`src/hdl/spq_pkg.sv`:
```
// Package with the shared widths, codes and types of the stable priority queue.
`default_nettype none

package spq_pkg;

  localparam int CAPACITY = 16;
  localparam int PRIO_W   = 16;
  localparam int TAG_W    = 16;

  localparam logic OP_PUSH = 1'b0;
  localparam logic OP_POP  = 1'b1;

  typedef enum logic [1:0] {
    ST_PUSHED = 2'd0,
    ST_POPPED = 2'd1,
    ST_EMPTY  = 2'd2,
    ST_FULL   = 2'd3
  } status_e;

  // Contents of one slot of the chain.
  typedef struct packed {
    logic              valid;
    logic [PRIO_W-1:0] prio;
    logic [TAG_W-1:0]  tag;
  } entry_t;

  // Command broadcast to every cell in a cycle.
  typedef struct packed {
    logic              push;
    logic              pop;
    logic [PRIO_W-1:0] prio;
    logic [TAG_W-1:0]  tag;
  } cmd_t;

endpackage

`default_nettype wire

```
`src/hdl/spq_cell.sv`:
```
// One slot of the sorted shift chain: holds an entry and moves it on push or pop.
`default_nettype none

module spq_cell import spq_pkg::*; (
  input  wire logic   clk_i,
  input  wire logic   rst_ni,
  input  wire cmd_t   cmd_i,
  input  wire entry_t prev_i,
  input  wire logic   prev_ge_i,
  input  wire entry_t next_i,
  output entry_t      ent_o,
  output logic        ge_o
);

  logic              valid_q, valid_d;
  logic [PRIO_W-1:0] prio_q, prio_d;
  logic [TAG_W-1:0]  tag_q, tag_d;

  // The entry stays ahead of a new one when its priority is greater or equal.
  assign ge_o  = valid_q && ($signed(prio_q) >= $signed(cmd_i.prio));
  assign ent_o = '{valid: valid_q, prio: prio_q, tag: tag_q};

  always_comb begin
    valid_d = valid_q;
    prio_d  = prio_q;
    tag_d   = tag_q;
    if (cmd_i.pop) begin
      valid_d = next_i.valid;
      prio_d  = next_i.prio;
      tag_d   = next_i.tag;
    end else if (cmd_i.push && !ge_o) begin
      if (prev_ge_i) begin
        valid_d = 1'b1;
        prio_d  = cmd_i.prio;
        tag_d   = cmd_i.tag;
      end else begin
        valid_d = prev_i.valid;
        prio_d  = prev_i.prio;
        tag_d   = prev_i.tag;
      end
    end
  end

  always_ff @(posedge clk_i or negedge rst_ni) begin
    if (!rst_ni) begin
      valid_q <= 1'b0;
    end else begin
      valid_q <= valid_d;
    end
  end

  always_ff @(posedge clk_i) begin
    prio_q <= prio_d;
    tag_q  <= tag_d;
  end

endmodule

`default_nettype wire

```
`config.mk`:
```
export PLATFORM = sky130hd
export DESIGN_NAME = spq_cell
export DESIGN_NICKNAME = d
export VERILOG_FILES = /design/src/hdl/spq_pkg.sv /design/src/hdl/spq_cell.sv
export SDC_FILE = /design/constraint.sdc
export NUM_CORES = 1
export LEC_CHECK = 0
export ABC_AREA = 1
export BUFFER_PORTS_ARGS = -buffer_cell sky130_fd_sc_hd__buf_2
export CELL_PAD_IN_SITES_DETAIL_PLACEMENT = 1
export CELL_PAD_IN_SITES_GLOBAL_PLACEMENT = 2
export CORE_UTILIZATION = 20
export CTS_BUF_LIST = sky130_fd_sc_hd__clkbuf_2 sky130_fd_sc_hd__clkbuf_4 sky130_fd_sc_hd__clkbuf_8
export DETAILED_ROUTE_END_ITERATION = 12
export PLACE_DENSITY = 0.81
export SYNTH_ARGS = -nofsm -noshare
export SYNTH_HDL_FRONTEND = slang
export SYNTH_SLANG_ARGS = --single-unit
```
`constraint.sdc`:
```
create_clock -name clk_i -period 2.04 [get_ports clk_i]
set_input_delay 0.408 -clock clk_i [delete_from_list [all_inputs] [get_ports clk_i]]
set_output_delay 0.408 -clock clk_i [all_outputs]
set_load 0.05 [all_outputs]
```
# ---- Word-level counts from Yosys, hierarchy flattened
# Cells that the tools add are included.
dict set report op_classes {
  order_cmp 1
  mux 9
  n_reduce_logical 4
}
# operator n
set ops {}
lappend ops {{16-bit 2-to-1 mux} 6}
lappend ops {{16-bit greater-or-equal comparator} 1}
lappend ops {{1-bit 2-to-1 mux} 3}
lappend ops {{1-bit logical AND} 2}
lappend ops {{2-bit nonzero test} 1}
lappend ops {{1-bit zero test} 1}
dict set report word_totals {
  word_cells 17
  in_bits 103
  reg_bits 33
  output_inout_bits 34
}

# ---- Depth between registers and ports, before layout
# Gate-level depths: netlist (run 1).
dict set report depth {
  depth_word 6
  ltp_mapped 16
}

# ---- Worst setup path after synthesis (run 1)
# OpenSTA, ideal clock, no wires.
dict set report synth_path {
  path_type {register -> output}
  startpoint {register prio_q[15]}
  endpoint {output ge_o}
  t_arrival_ns 1.985
  path_buffers 0
  path_slack_ns -0.353
  path_stages_with_launch 12
  path_cell_list {edfxtp_1 > ha_1 > nand2_2 > nor2_4 > nand2_2 > nor2_4 > nand2_2 > nand3_1 > nand2_1 > nand3_2 > nand2_2 > inv_1}
}
dict set report synth_between {
  elab_chain_cells 2
}
# element line_no
set synth_rtl {}
lappend synth_rtl {{from (decl)} spq_cell.sv:16} ;# logic [PRIO_W-1:0] prio_q, prio_d;
lappend synth_rtl {{from (signal assigned)} spq_cell.sv:53} ;# prio_q <= prio_d;
lappend synth_rtl {{16-bit greater-or-equal comparator} spq_cell.sv:20} ;# assign ge_o = valid_q && ($signed(prio_q) >= $signed(cmd_i.prio));
lappend synth_rtl {{1-bit logical AND} spq_cell.sv:20}
lappend synth_rtl {{to (decl)} spq_cell.sv:12} ;# output logic ge_o
# Every way passes these cells.

# ---- Worst setup path in the final report (run 1)
dict set report layout_path {
  startpoint {register prio_q[11]}
  endpoint {output ge_o}
}
# The elaborated chain is that of the path after synthesis.

==> results of run 1 <==
cells in the mapped netlist (2+ instances only):
cell                        n  area (µm²)
sky130_fd_sc_hd__nor2_1    32         120
sky130_fd_sc_hd__inv_2      3        11.3
sky130_fd_sc_hd__inv_1     25        93.8
sky130_fd_sc_hd__nand4_1    2        12.5
sky130_fd_sc_hd__nor2_4     2        22.5
sky130_fd_sc_hd__edfxtp_1  32         961
sky130_fd_sc_hd__ha_1      16         200
sky130_fd_sc_hd__nand3_1    4        20.0
sky130_fd_sc_hd__buf_2      2        10.0
sky130_fd_sc_hd__clkbuf_1  11        41.3
sky130_fd_sc_hd__nand2_2    5        31.3
sky130_fd_sc_hd__nand2_1   57         214
sky130_fd_sc_hd__nand2_4    2        22.5
sky130_fd_sc_hd__a21oi_1   69         345
flip-flops by register name, summed over array words and instances, names as in the netlist:
register,flops
tag_q,16
prio_q,16
valid_q,1
how the worst min path moves through the flow:
stage	from	end	slack (ns)	cells after the start
finish	rst_ni	valid_q	0.42	2
floorplan	rst_ni	valid_q	0.11	0
detailed placement	rst_ni	valid_q	0.19	1
global route	rst_ni	valid_q	0.42	2
global placement	rst_ni	valid_q	0.19	1
CTS	rst_ni	valid_q	0.41	2
stage by stage:
step                setup TNS (ns)  util [%]  worst slack [ns]
finish                       -8.23      34.6            -0.377
global route                -12.01      34.6            -0.486
CTS                          -9.24      32.9            -0.411
detailed placement           -9.75      30.1            -0.303
global placement             -8.30      30.1            -0.269
floorplan                    -5.82         -            -0.254
worst max-delay path, stage by stage, from the launching register on:
cell	delay (ns)
sky130_fd_sc_hd__edfxtp_1	0.44
sky130_fd_sc_hd__ha_4	0.28
sky130_fd_sc_hd__a21oi_2	0.15
sky130_fd_sc_hd__nand2_2	0.07
sky130_fd_sc_hd__a21oi_2	0.18
sky130_fd_sc_hd__nand3_2	0.09
sky130_fd_sc_hd__nand2_1	0.08
sky130_fd_sc_hd__nand3_2	0.10
sky130_fd_sc_hd__nand2_4	0.09
sky130_fd_sc_hd__clkinvlp_4	0.08
sky130_fd_sc_hd__buf_6	0.15
repair_timing:
| item | CTS | global route |
|---|---|---|
| pin swaps | 6 | 15 |
| buffers inserted | 6 | 7 |
| endpoints found under the setup margin | 34 | 34 |
| cloned | 4 | 0 |
| hold buffers | 1 | 0 |
| hold endpoints to repair | 1 | 0 |
| gates resized for setup | 12 | 15 |
per-layer routing:
metal | track usage [%] | wire length (µm) | vias to the layer above
met3 | 3.43 | 452 | 7
met4 | 2.98 | 46 | 2
met1 | 17.0 | 3390 | 1163
li1 | - | - | 1231
met5 | 0 | 8 | -
met2 | 26.0 | 4260 | 83
cells by family after synthesis:
group / Yosys count / synth area share [%]
AOI/OAI and AO/OA: 70 / 16.1
adders and majority gates: 16 / 9.22
buffers and inverters: 44 / 8.12
DFF: 33 / 45.4
and+or+nand+nor: 106 / 21.1
report_power, final:
| part | leakage (nW) | switching (mW) | internal (mW) |
|---|---|---|---|
| logic | 1.37 | 0.631 | 0.389 |
| registers | 0.331 | 0.0405 | 0.840 |
| clock network | 0.0523 | 0.272 | 0.303 |
| total | 1.75 | 0.943 | 1.53 |
cell usage in the layout (no fill, tap or decap), drive strengths merged, types with 2 or more instances in the layout:
cell / n
inv: 28
clkbuf: 8
a21oi: 69
edfxtp: 32
nor2: 35
nand3: 5
buf: 167
nand2: 68
nand4: 2
ha: 16
area by class of cell:
| cell class | count | area share (%) |
|---|---|---|
| Tap cell | 136 | 4.73 |
| Inverter | 29 | 3.27 |
| Sequential cell | 33 | 27.4 |
| Clock buffer | 8 | 2.71 |
| Multi-Input combinational cell | 196 | 34.5 |
| Timing Repair Buffer | 168 | 27.4 |
==> results.cfg, run 1 <==
[run_status]
outcome = complete, but fails checks
violations = setup timing

[placement]
place.gp.congestion = 0.677
detailed_place_hpwl_um = 5570
dp_cells = 545
place_area_um2 = 3140
number_of_buffer_cells_added_on_primary_ports = 136

[worst_setup_path]
worstSetupEndpoint = ge_o
worst-endpoint-arrival_ns = 2.01
path_class = reg2out
worstReg2RegStart = prio_q[11]
cp.required_ns = 1.63
critical_path_peak_fanout = 2
setup.worst_path.start_class = flip-flop
worst_setup_path_end_kind = output port
timing.critical_path.from = prio_q[11]
regToRegSetupSlack_ns = -0.25
worstRegToRegCells = 13
r2r_end = tag_q[7]

[die]
floorplan.rows = 37
die_height_um = 106
full_die_area_um2 = 11300
io-pin-count = 137
core-area_um2 = 10400
die_w_um = 106
start_util_pct = 20.9

[sta]
timing_max_transition_violations_final = 0
tightest_slew_ns = 0.660
count_of_endpoints_failing_setup_in_the_final_report = 34
layout_min_cycle_time_ns = 2.42
worst_rel_slew_slack_pct = 55.9
final.hold.worst_slack_ns = 0.419
finalHoldViolCount = 0
fin_skew_ns = 0.00761
max_clk_rate_mhz = 414
postLayoutSetupSlackWorst_ns = -0.377
layout_worst_path_cycle_share_pct = 118
setup_repair_after_global_routing_missed_its_margin = true

[global_routing]
global_route.overflow_total = 0
largest_net_degree_at_the_start_of_global_routing = 40
antenna_found_initial = 1
number_of_global_route_vias_before_repair = 2571
wire_length_of_the_first_global_routing_pass_um = 12400
groute.usage.overall_pct = 14.3

[final_layout]
area_delta_synth_final_pct = 65.8
antenna_cells = 0
postLayoutCellArea_um2 = 3600
register_area_um2 = 986
filler_cell_count = 1315
multi_input_comb_area_um2 = 1240
layout-drive-gt1-share_pct = 48.4
non_filler_instance_count_after_layout = 570
layout.nets = 552

[power]
vdd_ir_drop_max_uv = 218
p_leak_nw = 1.75
design_power_total_mw = 2.47
power.density_cell_area_nw_per_um2 = 687

[clocking]
cell_at_the_root_of_the_clock_tree = sky130_fd_sc_hd__clkbuf_8
bufs_on_longest_clock_path = 2
cts_made_buffers = 5
cts_num_sinks = 33
h-tree-depth = 2
clock_insertion_delay_worst_skew_ns = 0.29
tritoncts_clock_tree = done
cts.reportedPaths.clkPinSlew_ns = 0.08

[routing]
routed_wl_um = 8160
number_of_iterations_in_the_first_detailed_routing_pass = 4
route.detailed.wl_per_inst_um = 14.3
drt_drc_violations_left = 0
number_of_nets_with_antenna_violations_after_detailed_routing = 0
drt-vias-per-instance = 4.36
starting_drt_drc_count = 57
vias = 2486

[synthesis]
synth_flop_cell = sky130_fd_sc_hd__edfxtp_1
syn_area_um2 = 2170
synth.net_count = 388
flip_flop_and_latch_count_after_synthesis = 33
async_reset_ff_share_pct = 3.03
count_of_warnings_emitted_by_yosys = 0
avgSynthCellArea_um2 = 8.07
post_synthesis_cells = 269
yosysSeqAreaShare_pct = 45.4
yosys.cell_types.count = 21
synth_edf_count = 32

[run]
cap_violations = 0

[hold_path]
type_of_the_most_critical_hold_path = in2async
Note: power is estimated with default switching activity, not from simulation.
==> inputs of run 2 (changes only) <==
Settings changed: REMOVE_ABC_BUFFERS set to 1, SLEW_MARGIN set to 10.
==> results.cfg, run 2 (same netlist as run 1, synthesis figures left out) <==
[clocking]
cts_made_buffers = 5
h-tree-depth = 2
bufs_on_longest_clock_path = 2
cts_num_sinks = 33
tritoncts_clock_tree = done
cts.reportedPaths.clkPinSlew_ns = 0.07
cell_at_the_root_of_the_clock_tree = sky130_fd_sc_hd__clkbuf_8
clock_insertion_delay_worst_skew_ns = 0.29

[hold_path]
type_of_the_most_critical_hold_path = in2async

[global_routing]
antenna_found_initial = 0
global_route.overflow_total = 0
groute.usage.overall_pct = 13.5
largest_net_degree_at_the_start_of_global_routing = 36
number_of_global_route_vias_before_repair = 2527
wire_length_of_the_first_global_routing_pass_um = 11900

[final_layout]
layout-drive-gt1-share_pct = 48.4
layout.cells.most_common_list = 135 x sky130_fd_sc_hd__buf_2, 68 x sky130_fd_sc_hd__a21oi_1, 53 x sky130_fd_sc_hd__nand2_1
registers_with_the_most_flip_flops = prio_q: 16 flops, tag_q: 16 flops, valid_q: 1 flops
layout.nets = 552
filler_cell_count = 1311
area_delta_synth_final_pct = 64.9
layout.cells.most_common = sky130_fd_sc_hd__buf_2
non_filler_instance_count_after_layout = 570
antenna_cells = 0
utilization_pct = 34.4

[power]
vdd_ir_drop_max_uv = 202
p_leak_nw = 1.77
power.density_cell_area_nw_per_um2 = 664

[worst_setup_path]
cp.buffers_inverters = 2
critical_path_peak_fanout = 2
worst_path_dominant_cell_family = simple AND/OR/NAND/NOR gates
critical_path.max_stage_delay_ns = 0.41
setup.worst_path.start_class = flip-flop
cp.required_ns = 1.63
worst-endpoint-arrival_ns = 1.90
crit_path_cell_trace = ha_1 -> nand2_1 -> nor2_2 -> nand2_2 -> nor2_4 -> nand2_2 -> nand3_2 -> nand2_1 -> nand3_2 -> nand2_4 -> inv_2 -> buf_8
crit_slowest_cell = sky130_fd_sc_hd__edfxtp_1
path_class = reg2out
worst_setup_path_end_kind = output port

[die]
die_height_um = 106
die_w_um = 106
full_die_area_um2 = 11300
core-area_um2 = 10400
io-pin-count = 137
start_util_pct = 20.9
floorplan.rows = 37

[routing]
drt-vias-per-instance = 4.26
route.detailed.wl_per_inst_um = 13.4
vias = 2429
starting_drt_drc_count = 61
number_of_iterations_in_the_first_detailed_routing_pass = 4
drt_drc_violations_left = 0
routed_wl_um = 7660
number_of_nets_with_antenna_violations_after_detailed_routing = 0

[sta]
fin_skew_ns = 0.00888
layout_min_cycle_time_ns = 2.31
postLayoutSetupSlackWorst_ns = -0.272
layout_worst_path_cycle_share_pct = 113
worst_rel_slew_slack_pct = 59.8
count_of_endpoints_failing_setup_in_the_final_report = 34
tightest_slew_ns = 0.602
max_clk_rate_mhz = 433
timing_max_transition_violations_final = 0
final.hold.worst_slack_ns = 0.425
finalHoldViolCount = 0
setup_repair_after_global_routing_missed_its_margin = true
tns_ns = -5.91

[placement]
place.gp.congestion = 0.658
detailed_place_hpwl_um = 5690
number_of_buffer_cells_added_on_primary_ports = 136
dp_cells = 548

[run_status]
outcome = complete, but fails checks
violations = setup timing

[run]
cap_violations = 0
run 2: cell types whose count changed in the layout (fill, tap and decap cells not counted), sizes merged:
cell / before / now
buf: 167 / 171
nand2: 68 / 64
clkbuf: 8 / 6
clkinv: 0 / 2
clkinvlp: 1 / 0
inv: 28 / 29
run 2: metrics by stage:
step                      power (mW)  setup slack (ns)  instance area [µm²]
after CTS                       2.38            -0.319                 3500
after floorplan                 1.39            -0.377                 2110
after detailed placement        1.74            -0.271                 3160
final                           2.38            -0.272                 3580
after global routing            2.51            -0.401                 3580
after global placement          1.73            -0.239                 3160
run 2: power breakdown:
group	switching, mW	internal, mW	total (mW)	leakage, nW
clock	0.257	0.250	0.508	0.0484
combinational	0.604	0.389	0.993	1.39
sequential	0.0389	0.840	0.879	0.331
total	0.900	1.48	2.38	1.77
run 2: final timing paths:
check / slack (ns) / endpoint / startpoint / cells after the start
setup / recovery: -0.27 / ge_o / prio_q[9] / 12
hold / removal: 0.42 / valid_q / rst_ni / 2
setup reg to reg: -0.24 / prio_q[4] / prio_q[9] / 16
hold reg to reg: 0.64 / valid_q / valid_q / 2
min in group clk_i: 0.44 / valid_q / next_i[32] / 5
max in group asynchronous: 1.53 / valid_q / rst_ni / 2
run 2: what timing repair did:
| action | CTS | global route |
|---|---|---|
| setup buffers | 8 | 6 |
| hold buffers | 1 | 0 |
| gates cloned | 3 | 0 |
| setup endpoints to repair | 33 | 34 |
| gates resized for setup | 19 | 17 |
| pin swaps | 3 | 8 |
| endpoints found under the hold margin | 1 | 0 |
run 2: per-layer routing:
layer	vias to the layer above	GRT usage (%)	routed length, µm
met1	1117	16.3	3330
met3	2	3.68	524
met2	85	23.4	3770
li1	1225	-	-
met5	-	0	0
met4	0	3.77	39
run 2: area by class of cell:
cell class	instances	area, µm²	share of cell area [%]
timing repair buffer	172	1080	30.1
multi-input combinational	192	1150	32.1
sequential	33	986	27.5
clock buffer	6	76.3	2.13
tap	136	170	4.75
clock inverter	2	10.0	0.279
inverter	29	114	3.18
run 2: worst reg2reg max path, cell delays in order, from the launching register on:
cell                       delay (ns)
sky130_fd_sc_hd__edfxtp_1        0.41
sky130_fd_sc_hd__ha_1            0.32
sky130_fd_sc_hd__nand2_1         0.06
sky130_fd_sc_hd__nor2_2          0.14
sky130_fd_sc_hd__nand2_2         0.08
sky130_fd_sc_hd__nor2_4          0.09
sky130_fd_sc_hd__nand2_2         0.06
sky130_fd_sc_hd__nand3_2         0.07
sky130_fd_sc_hd__nand2_1         0.06
sky130_fd_sc_hd__nand3_2         0.08
sky130_fd_sc_hd__nand2_4         0.05
sky130_fd_sc_hd__buf_6           0.13
sky130_fd_sc_hd__nand2_8         0.06
sky130_fd_sc_hd__nand2_8         0.06
sky130_fd_sc_hd__buf_12          0.14
sky130_fd_sc_hd__buf_12          0.12
sky130_fd_sc_hd__buf_12          0.13
==> inputs of run 3 (changes only) <==
Settings changed: RECOVER_POWER set to 50.
==> results.cfg, run 3 (same netlist as run 1, synthesis figures left out) <==
[worst_setup_path]
crit_cells = 12
crit_path_cell_trace = ha_1 -> nand2_1 -> nor2_2 -> nand2_2 -> nor2_4 -> nand2_2 -> nand3_2 -> nand2_1 -> nand3_2 -> nand2_4 -> inv_2 -> buf_8
cp.buffers_inverters = 2
worst_setup_path_end_kind = output port
crit_slowest_cell = sky130_fd_sc_hd__edfxtp_1
worstSetupEndpoint = ge_o
cp.required_ns = 1.63
worst-endpoint-arrival_ns = 1.90
critical_path_peak_fanout = 2
regToRegSetupSlack_ns = -0.24
critical_path.max_stage_delay_ns = 0.41
setup.worst_path.start_class = flip-flop
timing.critical_path.from = prio_q[9]
r2r_end = prio_q[4]
path_class = reg2out
worst_path_dominant_cell_family = simple AND/OR/NAND/NOR gates
worstRegToRegCells = 16
worstReg2RegStart = prio_q[9]

[routing]
routed_wl_um = 7650
vias = 2431
number_of_nets_with_antenna_violations_after_detailed_routing = 0
starting_drt_drc_count = 61
route.detailed.wl_per_inst_um = 13.4
number_of_iterations_in_the_first_detailed_routing_pass = 4
drt_drc_violations_left = 0
drt-vias-per-instance = 4.26

[final_layout]
layout.cells.most_common_list = 135 x sky130_fd_sc_hd__buf_2, 68 x sky130_fd_sc_hd__a21oi_1, 53 x sky130_fd_sc_hd__nand2_1
filler_cell_count = 1311
antenna_cells = 0
area_delta_synth_final_pct = 64.9
registers_with_the_most_flip_flops = prio_q: 16 flops, tag_q: 16 flops, valid_q: 1 flops
layout.cells.most_common = sky130_fd_sc_hd__buf_2
layout-drive-gt1-share_pct = 48.2
layout.nets = 552

[placement]
number_of_buffer_cells_added_on_primary_ports = 136
place.gp.congestion = 0.658
pre_cts_slack_ns = -0.271
detailed_place_hpwl_um = 5690

[die]
start_util_pct = 20.9
die_height_um = 106
core-area_um2 = 10400
full_die_area_um2 = 11300
floorplan.rows = 37
die_w_um = 106
io-pin-count = 137

[sta]
count_of_endpoints_failing_setup_in_the_final_report = 34
setup_repair_after_global_routing_missed_its_margin = true
postLayoutSetupSlackWorst_ns = -0.272
layout_worst_path_cycle_share_pct = 113
tightest_slew_ns = 1.09
timing_max_transition_violations_final = 0
finalHoldViolCount = 0
tns_ns = -5.90
worst_rel_slew_slack_pct = 27.1
fin_skew_ns = 0.00907
layout_min_cycle_time_ns = 2.31
max_clk_rate_mhz = 433

[clocking]
cts_made_buffers = 5
cts_num_sinks = 33
tritoncts_clock_tree = done
clock_insertion_delay_worst_skew_ns = 0.29
bufs_on_longest_clock_path = 2
h-tree-depth = 2
cts.reportedPaths.clkPinSlew_ns = 0.07
cell_at_the_root_of_the_clock_tree = sky130_fd_sc_hd__clkbuf_8

[hold_path]
type_of_the_most_critical_hold_path = in2async

[global_routing]
largest_net_degree_at_the_start_of_global_routing = 36
groute.usage.overall_pct = 13.5
antenna_found_initial = 0
wire_length_of_the_first_global_routing_pass_um = 11900
number_of_global_route_vias_before_repair = 2527
global_route.overflow_total = 0

[power]
p_leak_nw = 1.77
vdd_ir_drop_max_uv = 203
power.density_cell_area_nw_per_um2 = 664

[run_status]
violations = setup timing
outcome = complete, but fails checks

[run]
cap_violations = 0
run 3: cell types whose count changed in the layout (fill, tap and decap cells not counted):
cell and delta:
sky130_fd_sc_hd__inv_1 +1, sky130_fd_sc_hd__inv_2 -1
run 3: repair_timing:
action / in CTS / in global routing
pin swaps: 3 / 8
hold buffers: 1 / 0
resized for setup: 19 / 17
setup buffers: 8 / 6
endpoints found under the hold margin: 1 / 0
cloned: 3 / 0
endpoints found under the setup margin: 33 / 34
run 3: cell type report:
cell class,count,area [µm²],area share [%]
Clock buffer,6,76.3,2.13
Clock inverter,2,10.0,0.279
Tap cell,136,170,4.75
Sequential cell,33,986,27.5
Multi-Input combinational cell,192,1150,32.1
Timing Repair Buffer,172,1080,30.1
Inverter,29,114,3.18
run 3: routing by layer:
metal	GRT usage (%)	up-vias	share of wire (%)
met1	16.3	1119	43
met5	0	-	0
li1	-	1225	-
met2	23.4	85	49
met4	3.77	0	0.51
met3	3.68	2	6.9
run 3: worst min path at each step:
stage          endpoint       start  cells past startpoint  slack [ns]
4_1_cts         valid_q  next_i[32]                      5        0.42
2_1_floorplan   valid_q      rst_ni                      0        0.11
3_5_place_dp    valid_q      rst_ni                      1        0.19
3_3_place_gp    valid_q      rst_ni                      1        0.18
6_report        valid_q      rst_ni                      2        0.42
5_1_grt         valid_q      rst_ni                      2        0.42
run 3: power breakdown:
part	internal, mW	total [mW]	switching, mW	leakage [nW]
Combinational	0.389	0.993	0.603	1.39
Sequential	0.840	0.879	0.0389	0.331
Clock	0.250	0.508	0.258	0.0484
run 3: through the flow:
stage          cell area [µm²]  utilization (%)  hold slack [ns]  power [mW]  cells
6_report                  3580             34.4            0.425        2.38    570
5_1_grt                   3580             34.4            0.419        2.51    570
4_1_cts                   3500             33.6            0.424        2.38    567
3_5_place_dp              3160             30.4            0.186        1.74    548
3_3_place_gp              3160             30.4            0.185        1.73    548
2_1_floorplan             2110                -            0.112        1.39    254
